--- src/rtl/psc_pkg.sv ---
// ----------------------------------------------------------------------------
// psc_pkg
// Shared constants, operation codes, state codes and the command and status
// structs that join the slot cache controller and datapath.
// ----------------------------------------------------------------------------
package psc_pkg;

  localparam int MAX_RECORDS = 1024;
  localparam int SLOT_COUNT  = 16;

  localparam int OP_W    = 4;
  localparam int ID_W    = 10;
  localparam int SLOT_W  = 4;
  localparam int RC_W    = 11;
  localparam int MS_W    = $clog2(SLOT_COUNT);
  localparam int ENTRY_W = MS_W + 1;
  localparam int CNT_W   = $clog2(MAX_RECORDS) + 1;

  typedef enum logic [OP_W-1:0] {
    OP_LOOKUP      = 4'd0,
    OP_BIND_LOAD   = 4'd1,
    OP_BIND_RSV    = 4'd2,
    OP_CLAIM       = 4'd3,
    OP_LOCK        = 4'd4,
    OP_UNLOCK      = 4'd5,
    OP_RELEASE     = 4'd6,
    OP_RELEASE_ALL = 4'd7,
    OP_CLEAR       = 4'd8,
    OP_FLUSH_QUERY = 4'd9
  } op_e;

  typedef enum logic [2:0] {
    ST_INIT,
    ST_IDLE,
    ST_EXEC,
    ST_SWEEP,
    ST_CLEAR
  } state_e;

  typedef struct packed {
    logic accept;
    logic exec;
    logic sweep_init;
    logic sweep_step;
    logic clear_step;
    logic finish;
  } psc_cmd_t;

  typedef struct packed {
    logic go_sweep;
    logic go_clear;
    logic sweep_done;
    logic clear_last;
  } psc_status_t;

endpackage

--- src/rtl/psc_ctrl.sv ---
// ----------------------------------------------------------------------------
// psc_ctrl
// Sequencer for the slot cache: clearing pass after reset, command accept,
// execute, release sweep and clear sweep.
// ----------------------------------------------------------------------------
module psc_ctrl (
  input  logic                  clk_i,
  input  logic                  rst_ni,
  input  logic                  start,
  output logic                  busy,
  input  psc_pkg::psc_status_t  status_i,
  output psc_pkg::psc_cmd_t     cmd_o
);
  import psc_pkg::*;

  state_e state_q, state_d;

  always_ff @(posedge clk_i or negedge rst_ni) begin
    if (!rst_ni) begin
      state_q <= ST_INIT;
    end else begin
      state_q <= state_d;
    end
  end

  always_comb begin
    state_d = state_q;
    cmd_o   = '0;
    busy    = 1'b1;
    case (state_q)
      ST_INIT: begin
        cmd_o.clear_step = 1'b1;
        if (status_i.clear_last) begin
          state_d = ST_IDLE;
        end
      end
      ST_IDLE: begin
        busy = 1'b0;
        if (start) begin
          cmd_o.accept = 1'b1;
          state_d      = ST_EXEC;
        end
      end
      ST_EXEC: begin
        if (status_i.go_clear) begin
          cmd_o.sweep_init = 1'b1;
          state_d          = ST_CLEAR;
        end else if (status_i.go_sweep) begin
          cmd_o.sweep_init = 1'b1;
          state_d          = ST_SWEEP;
        end else begin
          cmd_o.exec = 1'b1;
          state_d    = ST_IDLE;
        end
      end
      ST_SWEEP: begin
        if (status_i.sweep_done) begin
          cmd_o.finish = 1'b1;
          state_d      = ST_IDLE;
        end else begin
          cmd_o.sweep_step = 1'b1;
        end
      end
      ST_CLEAR: begin
        cmd_o.clear_step = 1'b1;
        if (status_i.clear_last) begin
          cmd_o.finish = 1'b1;
          state_d      = ST_IDLE;
        end
      end
      default: begin
        state_d = ST_INIT;
      end
    endcase
  end

endmodule

--- config.mk ---
export PLATFORM = sky130hd
export DESIGN_NAME = psc_ctrl
export DESIGN_NICKNAME = d
export VERILOG_FILES = /design/src/rtl/psc_pkg.sv /design/src/rtl/psc_ctrl.sv
export SDC_FILE = /design/constraint.sdc
export NUM_CORES = 1
export LEC_CHECK = 0
export ABC_AREA = 0
export BUFFER_PORTS_ARGS = -buffer_cell sky130_fd_sc_hd__buf_2
export CAP_MARGIN = 20
export CORE_AREA = 10 10 47 49
export CTS_CLUSTER_DIAMETER = 200
export CTS_CLUSTER_SIZE = 12
export DETAILED_ROUTE_END_ITERATION = 8
export DIE_AREA = 0 0 57 59
export GPL_ROUTABILITY_DRIVEN = 0
export PLACE_DENSITY = 0.5
export SLEW_MARGIN = 20
export SYNTH_ARGS = -nofsm -noshare
export SYNTH_HDL_FRONTEND = slang
export SYNTH_SLANG_ARGS = --single-unit
--- constraint.sdc ---
create_clock -name clk_i -period 0.85 [get_ports clk_i]
set_input_delay 0.0425 -clock clk_i [delete_from_list [all_inputs] [get_ports clk_i]]
set_output_delay 0.0425 -clock clk_i [all_outputs]
set_load 0.005 [all_outputs]
Word level (Yosys, flattened, before mapping)
Cells that the tools add are included.
- bits in registers: 3
- latch bits: 0
- bits in writable memories: 0
- memory bits (read-only): 0
- bits of input ports: 7
- output and inout bits: 7
- logic and storage cells: 31
- memories kept: 0
- $add $sub $neg: 0
- $mul: 0
- divide/modulo/power cells: 0
- magnitude comparators: 0
- eq/ne operators: 7
- shifts and indexed selects: 0
- multiplexer cells: 20
- bitwise operators: 0
- reductions and logical operators: 3
- operators by type and width (operator ; number):
    $mux 1 ; 12
    $mux 3 ; 4
    $pmux 3 s4 ; 1
    $eq 3x2->1 const B ; 2
    $mux 2 ; 2
    $ne 2x2->1 const B ; 2
    $eq 3x1->1 const B ; 1
    $eq 3x3->1 const B ; 1
    $logic_not 3->1 ; 1
    $reduce_and 3->1 ; 1
    $ne 2x1->1 const B ; 1
    $pmux 1 s2 ; 1
    $reduce_or 2->1 ; 1

Longest topological paths before layout
- depth in word-level cells: 4
- depth in mapped cells: 4
- mapped depth without buffers: 3

Least setup slack after synthesis
No wires, ideal clock.
- kind: register to register
- start point: register state_q[1]
- end point: register state_q[2]
- setup time: 0.118 ns
- arrival time: 0.765 ns
- data required time: 0.732 ns
- path slack: -0.033 ns
- cell stages (with the launch flop): 4
- buffers on the path: 0
- period minus slack after synthesis: 0.883 ns
- cells stage by stage: dfrtp_1 > and2b_1 > a21oi_1 > nor2_1
- cells in the longest elaborated chain, start to end: 4
- elaborated cells on any way between the ends: 11
- those cells by class: eq/ne: 7; mux: 1; reduce/logical: 3
- RTL lines (what ; RTL line ; RTL):
    start, declared ; psc_ctrl.sv:16 ; state_e state_q, state_d;
    start signal, assigned ; psc_ctrl.sv:22 ; state_q <= state_d;
    $eq 3x3->1 or $logic_not 3->1 (tied branches) ; psc_ctrl.sv:30 ; case (state_q)
    $reduce_or 2->1 (no source line) ; n/a ;
    $ne 2x1->1 (no source line) ; n/a ;
    $reduce_and 3->1 (no source line) ; n/a ;
Several ways; a longest one is shown, not always the timed one.
A chain may end at the register's enable or synchronous reset.

==> out/results.txt <==
The flow ran to the end, but the final reports show violations. The checks that failed: negative setup slack. The worst register-to-register path begins at state_q[0]$_DFFE_PN0P_. The tightest min-delay check is of the in -> reg type. Once the floorplan was initialized, standard cells occupied 16.6% of the core. The run gives 2 as the maximum count of clock buffers along a single path. Global routing used 5.66% of the available tracks across all layers.

Static timing analysis puts the maximum clock frequency at 840 MHz. After detailed routing, the average wire length per cell comes to 11.4 µm. The run gives 1 as the maximum level of the CTS H-tree. The family with the most delay on the worst path is flip-flops. Final setup slack of the worst path: -0.341 ns. When the netlist entered floorplanning its net count stood at 37.

The remaining antenna violation count after routing is 0, and the final setup violation count is 10. First element of the critical path: state_q[1]$_DFFE_PN0P_. The tools report the sum of internal, switching and leakage power as 0.00146 W.

For this block, the initial DRC count from the detailed router was 5. The post-synthesis cell area came out at 233 µm². In the final layout, the registers with the most flip-flops are state_q (3).

The initial antenna violation count is 0. After clock tree synthesis, the clock-pin slew on the worst setup and hold paths is 0.04 ns. The clock drives 3 sinks. The register with the most flip-flops in the final layout is state_q. For the overall routed net length, the log shows 822 µm.

STA classifies the critical path startpoint as a flip-flop. The slowest stage of the critical path belongs to the cell dfrtp_2. The tools report the combinational power share as 59.1%.

The post-synthesis cell type with the largest combined area is dfrtp_1. The mean instance size in the synthesized netlist was 7.76 µm². The area of the placeable core is 1400 µm², and the number of global-route vias before repair is 329.

In this run, CTS created clock tree buffers numbering 3. Post-detailed-route DRC marker count: 0. Cells with a size suffix above 1 make up 58.9% of the layout. The number of flip-flops in the largest register came out at 3. Leaving out fill and tap cells, the most frequent cell in the layout is buf_2. The clock skew was 0.00495 ns; the via total after detailed routing was 301. For this design the ratio of total power to cell area is 3350 nW/µm². The critical path in this run is classified as reg -> out.

Setup repair after global routing could not meet its margin everywhere. The repair_antennas step left the layout with diodes totalling 0. The number of buffer and inverter instances along the worst setup path is 1, and the final cell count without fillers is 72. The part of the power in the clock network was 17.6%. The total of max-cap violations is 0. In this run the horizontal extent of the chip is 57 µm. The library cells used most frequently in the layout, excluding fill and tap cells, are 12 x buf_2, 9 x buf_4, 5 x nor2_1, 3 x inv_1, 3 x clkbuf_4.

Walking the worst path, the cells encountered are and2b_1 -> nand2_2 -> o22ai_2 -> buf_2. The share of total power consumed by net switching is 38.2%. The clock root buffer master is clkbuf_4. For this run the aggregate overflow at the end of global routing stands at 0.

For the finished layout, the period the worst path requires is 1.19 ns. The yosys synthesis warning count was 0; the growth of design area from synthesis to finish was 87.1%. In the routed layout, each cell is associated on average with a via count of 4.18. Synthesis produced a netlist whose cell count is 30. TritonCTS built the clock tree. The first global-routing pass estimated 1420 µm of wire. The vertical die dimension was 59 µm. In this run the tool buffered the top-level ports with 13 buffer cells. Of the available clock period, the critical path in the final layout requires 140%.

The post-synthesis sequential area ratio came out at 32.3%. The count of final hold-check violations is 0, and the number of cells in the design after placement is 61. After routing, the total negative slack on setup checks comes to -2.71 ns. The number of different library cells used by synthesis comes to 18.

Critical hold path startpoint: status_i[0]. Entering global routing, the biggest net connects 9 pins. Detailed placement finished with a half-perimeter wire length of 577 µm. The sequential power share is 23.3%, and the largest stage delay on the critical path is 0.46 ns.

For the pin with the worst max-slew slack, the measured transition is 0.207 ns. The net count reported at finish is 64, and the die area is 3360 µm². The pre-antenna-repair detailed-routing pass consisted of 2 iterations. The maximum fanout count along the critical path was 8; the insertion delay of the later-clocked pin in the worst-skew pair was 0.24 ns.

The relative slew slack was 86.1%; the leakage power was 0.217 nW. The critical path arrival is 1.15 ns. The net switching power was 0.000558 W. The total I/O pin count is 14. The run gives 0.81 ns as the critical path data required time.

The top cell type by area accounts for 32.3% of the synthesized area. Internal power comes to 0.000902 W. The type of element capturing the critical path is a primary output. After floorplanning, the core was divided into 14 placement rows. The number of max-slew violations in the final report was 0. The worst IR drop on VDD came out at 1.31 mV.

After synthesis, the cell types taking the most area are dfrtp_1 32%, nor2_1 8.1%, nand2_1 6.5%. The number of flip-flops and latches in the synthesized netlist is 3.
power by group through the flow:
stage | Combinational [W] | Sequential (W) | Clock [W]
2_1_floorplan | 0.000416 | 0.000266 | 0
3_3_place_gp | 0.000580 | 0.000335 | 0
3_5_place_dp | 0.000577 | 0.000338 | 0
4_1_cts | 0.000834 | 0.000319 | 0.000267
5_1_grt | 0.000953 | 0.000356 | 0.000293
6_report | 0.000863 | 0.000340 | 0.000256
worst reg2reg max path, stage by stage, from the launching register on:
cell and delay (ns):
dfrtp_2 0.45, buf_4 0.16, nand2b_1 0.13, a22oi_1 0.14, o21ai_0 0.10
path summary, 6_finish.rpt:
path	to	slack, ns	cells after the start
max in group asynchronous	state_q[1]$_DFFE_PN0P_	0.59	2
min	state_q[0]$_DFFE_PN0P_	0.07	3
max	cmd_o[0]	-0.34	4
max reg2reg	state_q[0]$_DFFE_PN0P_	-0.25	4
min in group asynchronous	state_q[2]$_DFFE_PN0P_	0.14	2
min reg2reg	state_q[2]$_DFFE_PN0P_	0.64	2
cells by family after synthesis:
logic type             count (synthesis)  share of synthesized area, %
AND/OR/NAND/NOR                       16                          34.4
AO/OA/AOI/OAI                          7                          23.7
buffers and inverters                  4                          9.68
flip-flops                             3                          32.3
timing repair:
item / 4_1_cts / 5_1_grt
hold buffers: 1 / 0
setup endpoints to repair: 10 / 10
setup buffers: 6 / 1
pin swaps: 3 / 3
gates resized for setup: 5 / 2
endpoints found under the hold margin: 3 / 0
per-stage QoR:
stage	hold slack, ns	setup WS [ns]	instance area, µm²	utilization, %
floorplan	-0.253	-0.0152	233	-
global placement	-0.160	-0.218	329	23.5
detailed placement	-0.159	-0.194	329	23.5
CTS	0.0892	-0.358	420	30.0
global route	0.0829	-0.403	435	31.1
finish	0.0747	-0.341	435	31.1
layer usage:
| layer | up-vias | GRT usage (%) | routed length, µm |
|---|---|---|---|
| li1 | 154 | - | - |
| met1 | 136 | 4.76 | 322 |
| met2 | 9 | 8.53 | 416 |
| met3 | 2 | 3.22 | 56 |
| met4 | 0 | 7.05 | 27 |
| met5 | - | 0 | 0 |
cell usage after synthesis (all sizes together):
cell    count
a211oi      1
a21boi      1
a21oi       2
a22oi       1
and2b       1
buf         1
dfrtp       3
inv         3
nand2       4
nand2b      1
nand3b      1
nor2        6
nor3        1
nor3b       1
nor4        1
o21ai       1
o22ai       1
area by class of cell:
type | instances | area, µm²
sequential | 3 | 77.6
clock buffer | 4 | 26.3
multi-input combinational | 23 | 151
inverter | 3 | 11.3
tap | 16 | 20.0
fill | 163 | 966
timing repair buffer | 23 | 149
(Power assumes the default switching activity.)
